## config.mk

```make
export PLATFORM = sky130hd
export DESIGN_NAME = bqen_result
export DESIGN_NICKNAME = d
export VERILOG_FILES = /design/src/bqen_pkg.sv /design/src/bqen_result.sv
export SDC_FILE = /design/constraint.sdc
export NUM_CORES = 1
export LEC_CHECK = 0
export BUFFER_PORTS_ARGS = -buffer_cell sky130_fd_sc_hd__buf_2
export CELL_PAD_IN_SITES_DETAIL_PLACEMENT = 0
export CELL_PAD_IN_SITES_GLOBAL_PLACEMENT = 1
export CORE_MARGIN = 2
export CORE_UTILIZATION = 32
export DETAILED_ROUTE_END_ITERATION = 10
export MAX_ROUTING_LAYER = met4
export PLACE_DENSITY_LB_ADDON = 0.3
export SETUP_SLACK_MARGIN = 0.4
export SLEW_MARGIN = 20
export SYNTH_ARGS = -nofsm -noshare
export SYNTH_HDL_FRONTEND = slang
export SYNTH_SLANG_ARGS = --single-unit
```

## constraint.sdc

```tcl
create_clock -name i_clk -period 4.5 [get_ports i_clk]
set_input_delay 0.675 -clock i_clk [delete_from_list [all_inputs] [get_ports i_clk]]
set_output_delay 0.675 -clock i_clk [all_outputs]
set_load 0.02 [all_outputs]
```

## src/bqen_pkg.sv

```systemverilog
// bqen_pkg: shared constants, types and codes for the bit-quad Euler number block.
// No dependencies.
`timescale 1ns / 1ps
package bqen_pkg;

    localparam int MAX_WIDTH    = 4096;
    localparam int COL_W        = $clog2(MAX_WIDTH);
    localparam int HEIGHT_LIMIT = 4096;
    localparam int ROW_W        = $clog2(HEIGHT_LIMIT);
    localparam int CFG_W        = 13;
    localparam int CMP_W        = (COL_W + 1 > CFG_W) ? COL_W + 1 : CFG_W;
    localparam int CNT_W        = 25;
    localparam int NUM_W        = CNT_W + 3;
    localparam int OUT_W        = 24;
    localparam int PIX_W        = 8;
    localparam int IDX_W        = 2;

    typedef enum logic [IDX_W-1:0] {
        CFG_CONNECTIVITY = 2'd0,
        CFG_IMAGE_WIDTH  = 2'd1,
        CFG_IMAGE_HEIGHT = 2'd2
    } t_cfg_idx;

    typedef struct packed {
        logic             pix_bit;
        logic             quad_ok;
        logic             last;
        logic [COL_W-1:0] col;
    } t_item;

    typedef struct packed {
        logic [CNT_W-1:0] c1;
        logic [CNT_W-1:0] c3;
        logic [CNT_W-1:0] cd;
    } t_counts;

endpackage

```

## src/bqen_result.sv

```systemverilog
// bqen_result: frame result path; forms C1 - C3 +/- 2Cd, divides by 4 toward zero
// and holds the result for the output channel. Uses bqen_pkg.
`timescale 1ns / 1ps
module bqen_result
    import bqen_pkg::*;
(
    input  logic             i_clk,
    input  logic             i_rst_n,
    input  logic             i_conn,
    input  logic             i_res_valid,
    input  t_counts          i_counts,
    output logic             o_free,
    output logic             o_valid,
    input  logic             i_stall,
    output logic [OUT_W-1:0] o_euler_number
);

    logic             r2_v;
    t_counts          r2_counts;
    logic             r3_v;
    logic [NUM_W-1:0] r3_num;
    logic             r_o_v;
    logic [OUT_W-1:0] r_o_q;

    logic             out_free;
    logic             s3_free;
    logic [NUM_W-1:0] a1;
    logic [NUM_W-1:0] a3;
    logic [NUM_W-1:0] ad;
    logic [NUM_W-1:0] n_num;
    logic [NUM_W-1:0] adj;

    assign out_free = !r_o_v || !i_stall;
    assign s3_free  = !r3_v || out_free;
    assign o_free   = !r2_v || s3_free;

    always_comb begin
        a1    = {3'b0, r2_counts.c1};
        a3    = {3'b0, r2_counts.c3};
        ad    = {2'b0, r2_counts.cd, 1'b0};
        n_num = i_conn ? (a1 - a3 - ad) : (a1 - a3 + ad);
        adj   = r3_num + (r3_num[NUM_W-1] ? NUM_W'(3) : '0);
    end

    always_ff @(posedge i_clk) begin
        if (!i_rst_n) begin
            r2_v  <= 1'b0;
            r3_v  <= 1'b0;
            r_o_v <= 1'b0;
        end else begin
            if (o_free) begin
                r2_v <= i_res_valid;
            end
            if (s3_free) begin
                r3_v <= r2_v;
            end
            if (out_free) begin
                r_o_v <= r3_v;
            end
        end
    end

    always_ff @(posedge i_clk) begin
        if (o_free && i_res_valid) begin
            r2_counts <= i_counts;
        end
        if (s3_free && r2_v) begin
            r3_num <= n_num;
        end
        if (out_free && r3_v) begin
            r_o_q <= adj[OUT_W+1:2];
        end
    end

    assign o_valid        = r_o_v;
    assign o_euler_number = r_o_q;

endmodule

```

### After elaboration in Yosys (flattened, before gate mapping)

Index checks and enable logic that the tools add are counted.

| storage, ports and cells | value |
|---|---|
| register bits | 130 |
| input port bits | 80 |
| output and inout port bits | 26 |

| operators by class | value |
|---|---|
| $add $sub $neg | 4 |
| muxes and demuxes | 2 |
| reduce and logical (&&, ||, !) cells | 10 |

Operator list:

| operator | number |
|---|---|
| adder 26 x 27 -> 28 bit | 1 |
| 2-to-1 mux 28 bit | 1 |
| subtractor 28 x 26 -> 28 bit | 1 |
| adder 26 x 2 -> 26 bit | 1 |
| subtractor 25 x 25 -> 26 bit | 1 |
| logical NOT 1 bit | 4 |
| logical AND 1 bit | 3 |
| logical OR 1 bit | 3 |
| 2-to-1 mux 2 bit | 1 |

### Logic depth before layout (Yosys ltp)

Gate-level depths: netlist of the first run.

| logic depth | value |
|---|---|
| depth after elaboration | 5 |
| depth in mapped cells | 22 |
| gate-level depth less buffers | 22 |

### Worst setup path before layout of the first run

Ideal clock, no wire load.

| timing path | value |
|---|---|
| path type | reg-to-reg |
| start point | register r2_counts (netlist bit a3[0]) |
| end point | register r3_num[25], data pin |
| library setup time | 0.262 ns |
| arrival | 3.830 ns |
| required time | 4.238 ns |
| setup slack | 0.408 ns |
| stages on the path, launching flop included | 22 |
| period minus slack after synthesis | 4.092 ns |
| cell sequence | edfxtp_1 -> ha_1 -> fa_1 -> nor2b_1 -> o21ai_0 -> a21boi_0 -> o21ai_0 -> nand2b_1 -> a21o_1 -> a21oi_1 -> xnor2_1 -> ha_1 -> clkbuf_1 -> nor2_1 -> o21ai_0 -> a221oi_1 -> o21ai_1 -> o21ai_1 -> nand2_1 -> nor4_1 -> o21ai_1 -> xor2_1 |

| on the way | value |
|---|---|
| word-level cells in the longest chain between the ends | 3 |
| elaborated cells between the ends (all ways) | 4 |
| those cells by class | add/sub (3); mux (1) |

RTL lines:

| what | line | text |
|---|---|---|
| start, declared | bqen_result.sv:19 | `t_counts r2_counts;` |
| start signal, assigned | bqen_result.sv:65 | `r2_counts <= i_counts;` |
| subtractor 25 x 25 -> 26 bit * | bqen_result.sv:41 | `n_num = i_conn ? (a1 - a3 - ad) : (a1 - a3 + ad);` |
| subtractor 28 x 26 -> 28 bit / adder 26 x 27 -> 28 bit (equally long branches) | bqen_result.sv:41 |  |
| 2-to-1 mux 28 bit * | bqen_result.sv:41 |  |
| named net n_num[25] | bqen_result.sv:30 | `logic [NUM_W-1:0] n_num;` |
| end signal, assigned | bqen_result.sv:68 | `r3_num <= n_num;` |
| end, declared | bqen_result.sv:21 | `logic [NUM_W-1:0] r3_num;` |

Mark *: on every way through the listed nets, which the timed path passes. The rest lies on a longest branch.
A chain may end at the register's enable or synchronous reset.

### Worst setup path in the final report of the first run

| timing path | value |
|---|---|
| start point | register r2_counts (netlist bit a3[0]) |
| end point | register r3_num[22], data pin |

Same word-level chain as after synthesis.

==> run summary, run 1 <==
DR vias = 6082
Mapped Cells = 778
Switching share of power = 34.9%
Slowest CP cell = edfxtp_1
Cell chain of the critical path = ha_4 -> fa_2 -> nor2b_1 -> o21ai_1 -> buf_4 -> buf_4 -> a21oi_1 -> ha_1 -> o21a_1 -> o31a_1 -> o41a_1 -> a41o_1 -> o41a_1 -> a41o_1 -> a21oi_2 -> o221ai_2 -> xnor2_1
Grt ovf = 0
Cells taking the most area after synthesis = edfxtp_1 (47%), ha_1 (12%), xnor2_1 (5.4%)
CP required = 4.68 ns
Slew Viols, Final = 0
Status = finished clean
Tcrit/Tclk final = 92.7%
Share of the synthesized area in the top cell type = 46.7%
Number of max-cap violations = 0
Synthesized Nets = 939
Critical Path Start Type = register
Worst path buffer plus inverter count = 2
Max Clock Freq = 0.240 GHz
Gpl congestion = 0.840
Clock buffer count from CTS = 17
Pin count of the biggest net entering global routing = 67
Ys flop type = edfxtp_1
Wire length per cell = 14.1 um
Final Hold Fails = 0
Hold path cells = 1
Area growth, synth to finish = 31.3%
First-pass GRT wire length = 28900 um
FF-to-FF setup slack = 0.33 ns
Residual DRC = 0
Clk sink count = 129
Commonest non-fill, non-tap cell in the layout = edfxtp_1
ANT cells = 0
Initial antenna violation count = 0
Ports = 106
Relative slew slack = 41.9%
Crit-path max FO = 4
Worst-Margin Slew = 0.872 ns
Final setup fails = 0
Core Footprint = 25000 um^2
Net Sw Power = 0.00182 W
Period minus WS final = 4.17 ns
Core Rows = 58
Detail Route Antenna Nets = 0
H-tree depth = 4
Hold Path Sink = a1[22]$_DFFE_PP_
Detailed-router iteration count before antenna repair = 5
Final HPWL from detailed placement = 13600 um
FF-to-FF Start = a3[0]$_DFFE_PP_
Vias in the first global route = 5833
Root Driver = clkbuf_16
Async SR Flop Fraction = 0%
Placed inst area = 9280 um^2
Place WS = -0.0547 ns
Clk Latency, worst-skew pair = 0.42 ns
Delay-heaviest family, CP = compound AO/OA/AOI/OAI gates
Crit path DAT = 4.35 ns
Setup ws final = 0.327 ns
Worst Hold Launch = i_counts[72]
Port Buffers = 105
Clock share of power = 25.5%
Cell area after synthesis = 8100 um^2
Iteration-0 DRC Markers = 240
Chip width = 163 um
Longest Clk Path Bufs = 2
Final Skew = 0.0101 ns
Worst vdd ir = 0.000269 V
Setup tns final = 0 ns
Max incr delay on CP = 0.41 ns
Initial Util = 32.3%
Min-delay worst type = in -> reg
Register area share after synthesis = 47.5%
Total track usage = 14.3%
Yosys warns = 0
TritonCTS clock tree = done
Combinational power share = 43.8%
Die height = 163 um
Layout cells sized above 1 = 32.1%
Sequential share of power = 30.6%
Worst reg-to-reg path cell count = 17
RSZ-0062 raised after global routing = true
DIE AREA = 26600 um^2
Biggest area consumer among synthesized cells = edfxtp_1
EDFF count, synth = 126
Final core utilization = 42.5%
RR Endpoint = r3_num[22]$_DFFE_PP_
Worst Setup End Kind = register
Final instance area = 10600 um^2
Final hold slack = 0.418 ns
Leak = 4.43 nW
Total Wirelength = 18400 um
PwrDens = 490 nW/um^2
Final nets = 1121
Synth cell types = 59
Clk slew on worst S/H paths = 0.06 ns
Seq cells post-synth = 129
P_int = 0.00339 W
Most frequent cells in the layout = edfxtp_1 (126), buf_2 (105), inv_1 (78)
Post-CTS Hold Fix Bufs = 0
Kind of critical path = reg -> reg
Synth Area per Inst = 10.4 um^2
Via/cell ratio = 4.67
# fillers = 2417
[cell type report]
type | count | area, um^2 | share of cell area, %
inverter | 86 | 325 | 3.06
sequential | 129 | 3840 | 36.2
multi-input combinational | 546 | 4390 | 41.3
clock inverter | 13 | 120 | 1.13
clock buffer | 19 | 433 | 4.07
tap | 330 | 413 | 3.88
timing repair buffer | 180 | 1100 | 10.4
[worst max path at each step]
stage	start	end	slack, ns	cells after the start
after CTS	a3[0]$_DFFE_PP_	r3_num[16]$_DFFE_PP_	0.30	22
after global routing	a3[0]$_DFFE_PP_	r3_num[22]$_DFFE_PP_	0.12	21
after floorplan	a3[0]$_DFFE_PP_	r3_num[25]$_DFFE_PP_	0.41	21
final	a3[0]$_DFFE_PP_	r3_num[22]$_DFFE_PP_	0.33	17
after detailed placement	a1[0]$_DFFE_PP_	r3_num[25]$_DFFE_PP_	-0.05	23
after global placement	a1[0]$_DFFE_PP_	r3_num[25]$_DFFE_PP_	-0.02	23
[sequential cells by signal, summed over array words and instances, names as in the netlist]
name and cells:
a3 25, o_valid 1, r3_v 1, ad 25, r2_v 1, a1 25
o_euler_number 24, r3_num 27
[synthesized netlist by cell type, drive strengths merged (5+ instances only)]
master / number
clkbuf: 16
inv: 84
xor2: 17
ha: 78
o22ai: 5
nor2b: 13
and3: 9
nand2b: 7
a21o: 16
o211ai: 8
o21a: 7
xnor2: 50
a211oi: 5
a31oi: 11
nor3: 13
a21oi: 68
nand2: 45
o21ai: 45
nand3: 15
nand4: 6
nor2: 56
o21bai: 8
edfxtp: 126
or2: 5
nor4: 5
[power by group through the flow]
stage | clock [W] | combinational [W] | sequential, W
2_1_floorplan | 0 | 0.00127 | 0.00162
3_3_place_gp | 0 | 0.00183 | 0.00162
3_5_place_dp | 0 | 0.00182 | 0.00162
4_1_cts | 0.00136 | 0.00200 | 0.00160
5_1_grt | 0.00142 | 0.00251 | 0.00161
6_report | 0.00133 | 0.00228 | 0.00160
[stage by stage]
step,total power (W),std cells
after detailed placement,0.00344,1235
after floorplan,0.00289,778
after CTS,0.00496,1285
after global placement,0.00345,1235
final,0.00521,1303
after global routing,0.00554,1303
[cells by family (layout without fill, tap and decap cells)]
| kind of cell | after synthesis | after routing | synth area share, % |
|---|---|---|---|
| mux | 1 | 1 | 0.139 |
| xor+xnor | 67 | 67 | 7.25 |
| buf+inv | 103 | 298 | 4.77 |
| flops | 129 | 129 | 47.5 |
| compound gates | 212 | 212 | 16.8 |
| simple gates | 185 | 185 | 10.8 |
| fa+ha+maj | 81 | 81 | 12.8 |
[routing by layer]
layer	wire length, um	track usage (%)	up-vias
met4	201	4.83	0
li1	-	-	3165
met2	8030	20.7	106
met1	9550	20.3	2797
met5	0	-	-
met3	632	2.54	14
[repair_timing]
action,in CTS,in global routing
pin swaps,19,51
resized for setup,41,88
setup buffers,18,18
cloned,0,0
setup endpoints to repair,13,15
No activity file was read; power rests on OpenSTA's default activity.
==> run 2, diff against run 1 <==
--- a/config.mk
+++ b/config.mk
@@ -10,6 +10,7 @@
 export CELL_PAD_IN_SITES_GLOBAL_PLACEMENT = 1
 export CORE_MARGIN = 2
 export CORE_UTILIZATION = 32
+export CTS_BUF_LIST = sky130_fd_sc_hd__clkbuf_16
 export DETAILED_ROUTE_END_ITERATION = 10
 export MAX_ROUTING_LAYER = met4
 export PLACE_DENSITY_LB_ADDON = 0.3
==> run summary, run 2 (synthesis gave the netlist of run 1 again) <==
Gpl congestion = 0.840 (unchanged)
Die height = 163 um (unchanged)
Detail Route Antenna Nets = 0 (unchanged)
H-tree depth = 4 (unchanged)
Crit path DAT = 4.35 ns (about the same)
Worst-Margin Slew = 0.872 ns (about the same)
Port Buffers = 105 (unchanged)
Via/cell ratio = 4.67 (unchanged)
Commonest non-fill, non-tap cell in the layout = edfxtp_1 (unchanged)
Wire length per cell = 14.1 um (unchanged)
ANT cells = 0 (unchanged)
Detailed-router iteration count before antenna repair = 5 (unchanged)
Chip width = 163 um (unchanged)
Final setup fails = 0 (unchanged)
Number of max-cap violations = 0 (unchanged)
Final instance area = 10600 um^2 (unchanged)
Pin count of the biggest net entering global routing = 67 (unchanged)
Worst Setup SP = a3[0]$_DFFE_PP_ (unchanged)
Total track usage = 14.3% (unchanged)
Layout cells sized above 1 = 32.1% (unchanged)
Worst Hold Launch = i_counts[72] (unchanged)
Clk sink count = 129 (unchanged)
Worst reg-to-reg path cell count = 17 (unchanged)
Most frequent cells in the layout = edfxtp_1 (126), buf_2 (105), inv_1 (80) (was edfxtp_1 (126), buf_2 (105), inv_1 (78))
Relative slew slack = 41.9% (about the same)
Final nets = 1121 (unchanged)
Min-delay worst type = in -> reg (unchanged)
Final Hold Fails = 0 (unchanged)
Setup tns final = 0 ns (unchanged)
Total power = 0.00520 W (was 0.00521 W)
Initial antenna violation count = 0 (unchanged)
Kind of critical path = reg -> reg (unchanged)
Slew Viols, Final = 0 (unchanged)
Grt ovf = 0 (unchanged)
TritonCTS clock tree = done (unchanged)
PwrDens = 489 nW/um^2 (was 490 nW/um^2)
Total Wirelength = 18400 um (unchanged)
Tcrit/Tclk final = 92.7% (about the same)
Clk Latency, worst-skew pair = 0.42 ns (about the same)
Final hold slack = 0.418 ns (about the same)
Worst Setup End Kind = register (unchanged)
RR Endpoint = r3_num[22]$_DFFE_PP_ (unchanged)
Root Driver = clkbuf_16 (unchanged)
Vias in the first global route = 5833 (unchanged)
Biggest register = r3_num (unchanged)
DIE AREA = 26600 um^2 (unchanged)
Worst vdd ir = 0.000269 V (about the same)
Hold Path Sink = a1[22]$_DFFE_PP_ (unchanged)
Max Clock Freq = 0.240 GHz (about the same)
Longest Clk Path Bufs = 2 (unchanged)
Hold path cells = 1 (unchanged)
Clk slew on worst S/H paths = 0.06 ns (about the same)
Final HPWL from detailed placement = 13600 um (unchanged)
Period minus WS final = 4.17 ns (about the same)
FF-to-FF setup slack = 0.33 ns (about the same)
RSZ-0062 raised after global routing = true (unchanged)
Core Rows = 58 (unchanged)
Clock buffer count from CTS = 17 (unchanged)
Area growth, synth to finish = 31.3% (unchanged)
Core Footprint = 25000 um^2 (unchanged)
CP required = 4.68 ns (about the same)
Iteration-0 DRC Markers = 240 (unchanged)
Critical Path Start Type = register (unchanged)
FF-to-FF Start = a3[0]$_DFFE_PP_ (unchanged)
Crit-path max FO = 4 (unchanged)
Max reg flops = 27 (unchanged)
Placed inst area = 9280 um^2 (unchanged)
Final Skew = 0.0101 ns (about the same)
Status = finished clean (unchanged)
DR vias = 6082 (unchanged)
First-pass GRT wire length = 28900 um (unchanged)
Residual DRC = 0 (unchanged)
Final core utilization = 42.5% (unchanged)
Leak = 4.44 nW (was 4.43 nW)
Ports = 106 (unchanged)
Initial Util = 32.3% (unchanged)
[run 2: changes by cell type in the layout (fill, tap and decap cells not counted), sizes merged]
| cell | previous run | this run |
|---|---|---|
| inv | 84 | 86 |
| clkbuf | 19 | 17 |
[run 2: what timing repair did]
| action | 4_1_cts | 5_1_grt |
|---|---|---|
| hold buffers | 0 | 0 |
| pin swaps | 19 | 51 |
| gates resized for setup | 41 | 88 |
| setup buffers | 18 | 18 |
| endpoints found under the setup margin | 13 | 15 |
[run 2: final cells by class]
type	count	area [um^2]
Tap cell	330	413
Clock buffer	17	425
Clock inverter	15	128
Sequential cell	129	3840
Inverter	86	325
Timing Repair Buffer	180	1100
Multi-Input combinational cell	546	4390
Fill cell	2417	14400
[run 2: how the worst max path moves through the flow]
stage	cells after the start	slack (ns)	endpoint
after floorplan	21	0.41	r3_num[25]$_DFFE_PP_
after global placement	23	-0.02	r3_num[25]$_DFFE_PP_
after detailed placement	23	-0.05	r3_num[25]$_DFFE_PP_
after CTS	22	0.30	r3_num[16]$_DFFE_PP_
after global routing	21	0.12	r3_num[22]$_DFFE_PP_
final	17	0.33	r3_num[22]$_DFFE_PP_
[run 2: worst max-delay path, stage by stage, from the launching register on]
cell,delay [ns]
edfxtp_1,0.41
ha_4,0.19
fa_2,0.34
nor2b_1,0.12
o21ai_1,0.09
buf_4,0.13
buf_4,0.11
a21oi_1,0.22
ha_1,0.33
o21a_1,0.13
o31a_1,0.11
o41a_1,0.35
a41o_1,0.27
o41a_1,0.37
a41o_1,0.27
a21oi_2,0.20
o221ai_2,0.13
xnor2_1,0.14
[run 2: power by group]
group,internal (W),leakage (nW),switching [W]
Combinational,0.00106,2.94,0.00122
Clock,0.000798,0.267,0.000527
Sequential,0.00152,1.23,0.0000722
Total,0.00338,4.44,0.00182
[run 2: metrics by stage]
step                      setup slack (ns)  std cells
after global placement             -0.0150       1235
after floorplan                      0.408        778
after CTS                            0.300       1285
final                                0.327       1303
after global routing                 0.118       1303
after detailed placement           -0.0547       1235
[run 2: per-layer routing]
layer / vias to the layer above / GRT usage (%) / share of wire, % / routed length, um
li1: 3165 / - / - / -
met1: 2797 / 20.3 / 52 / 9550
met2: 106 / 20.7 / 44 / 8030
met3: 14 / 2.54 / 3.4 / 632
met4: 0 / 4.83 / 1.1 / 201
met5: - / - / 0 / 0
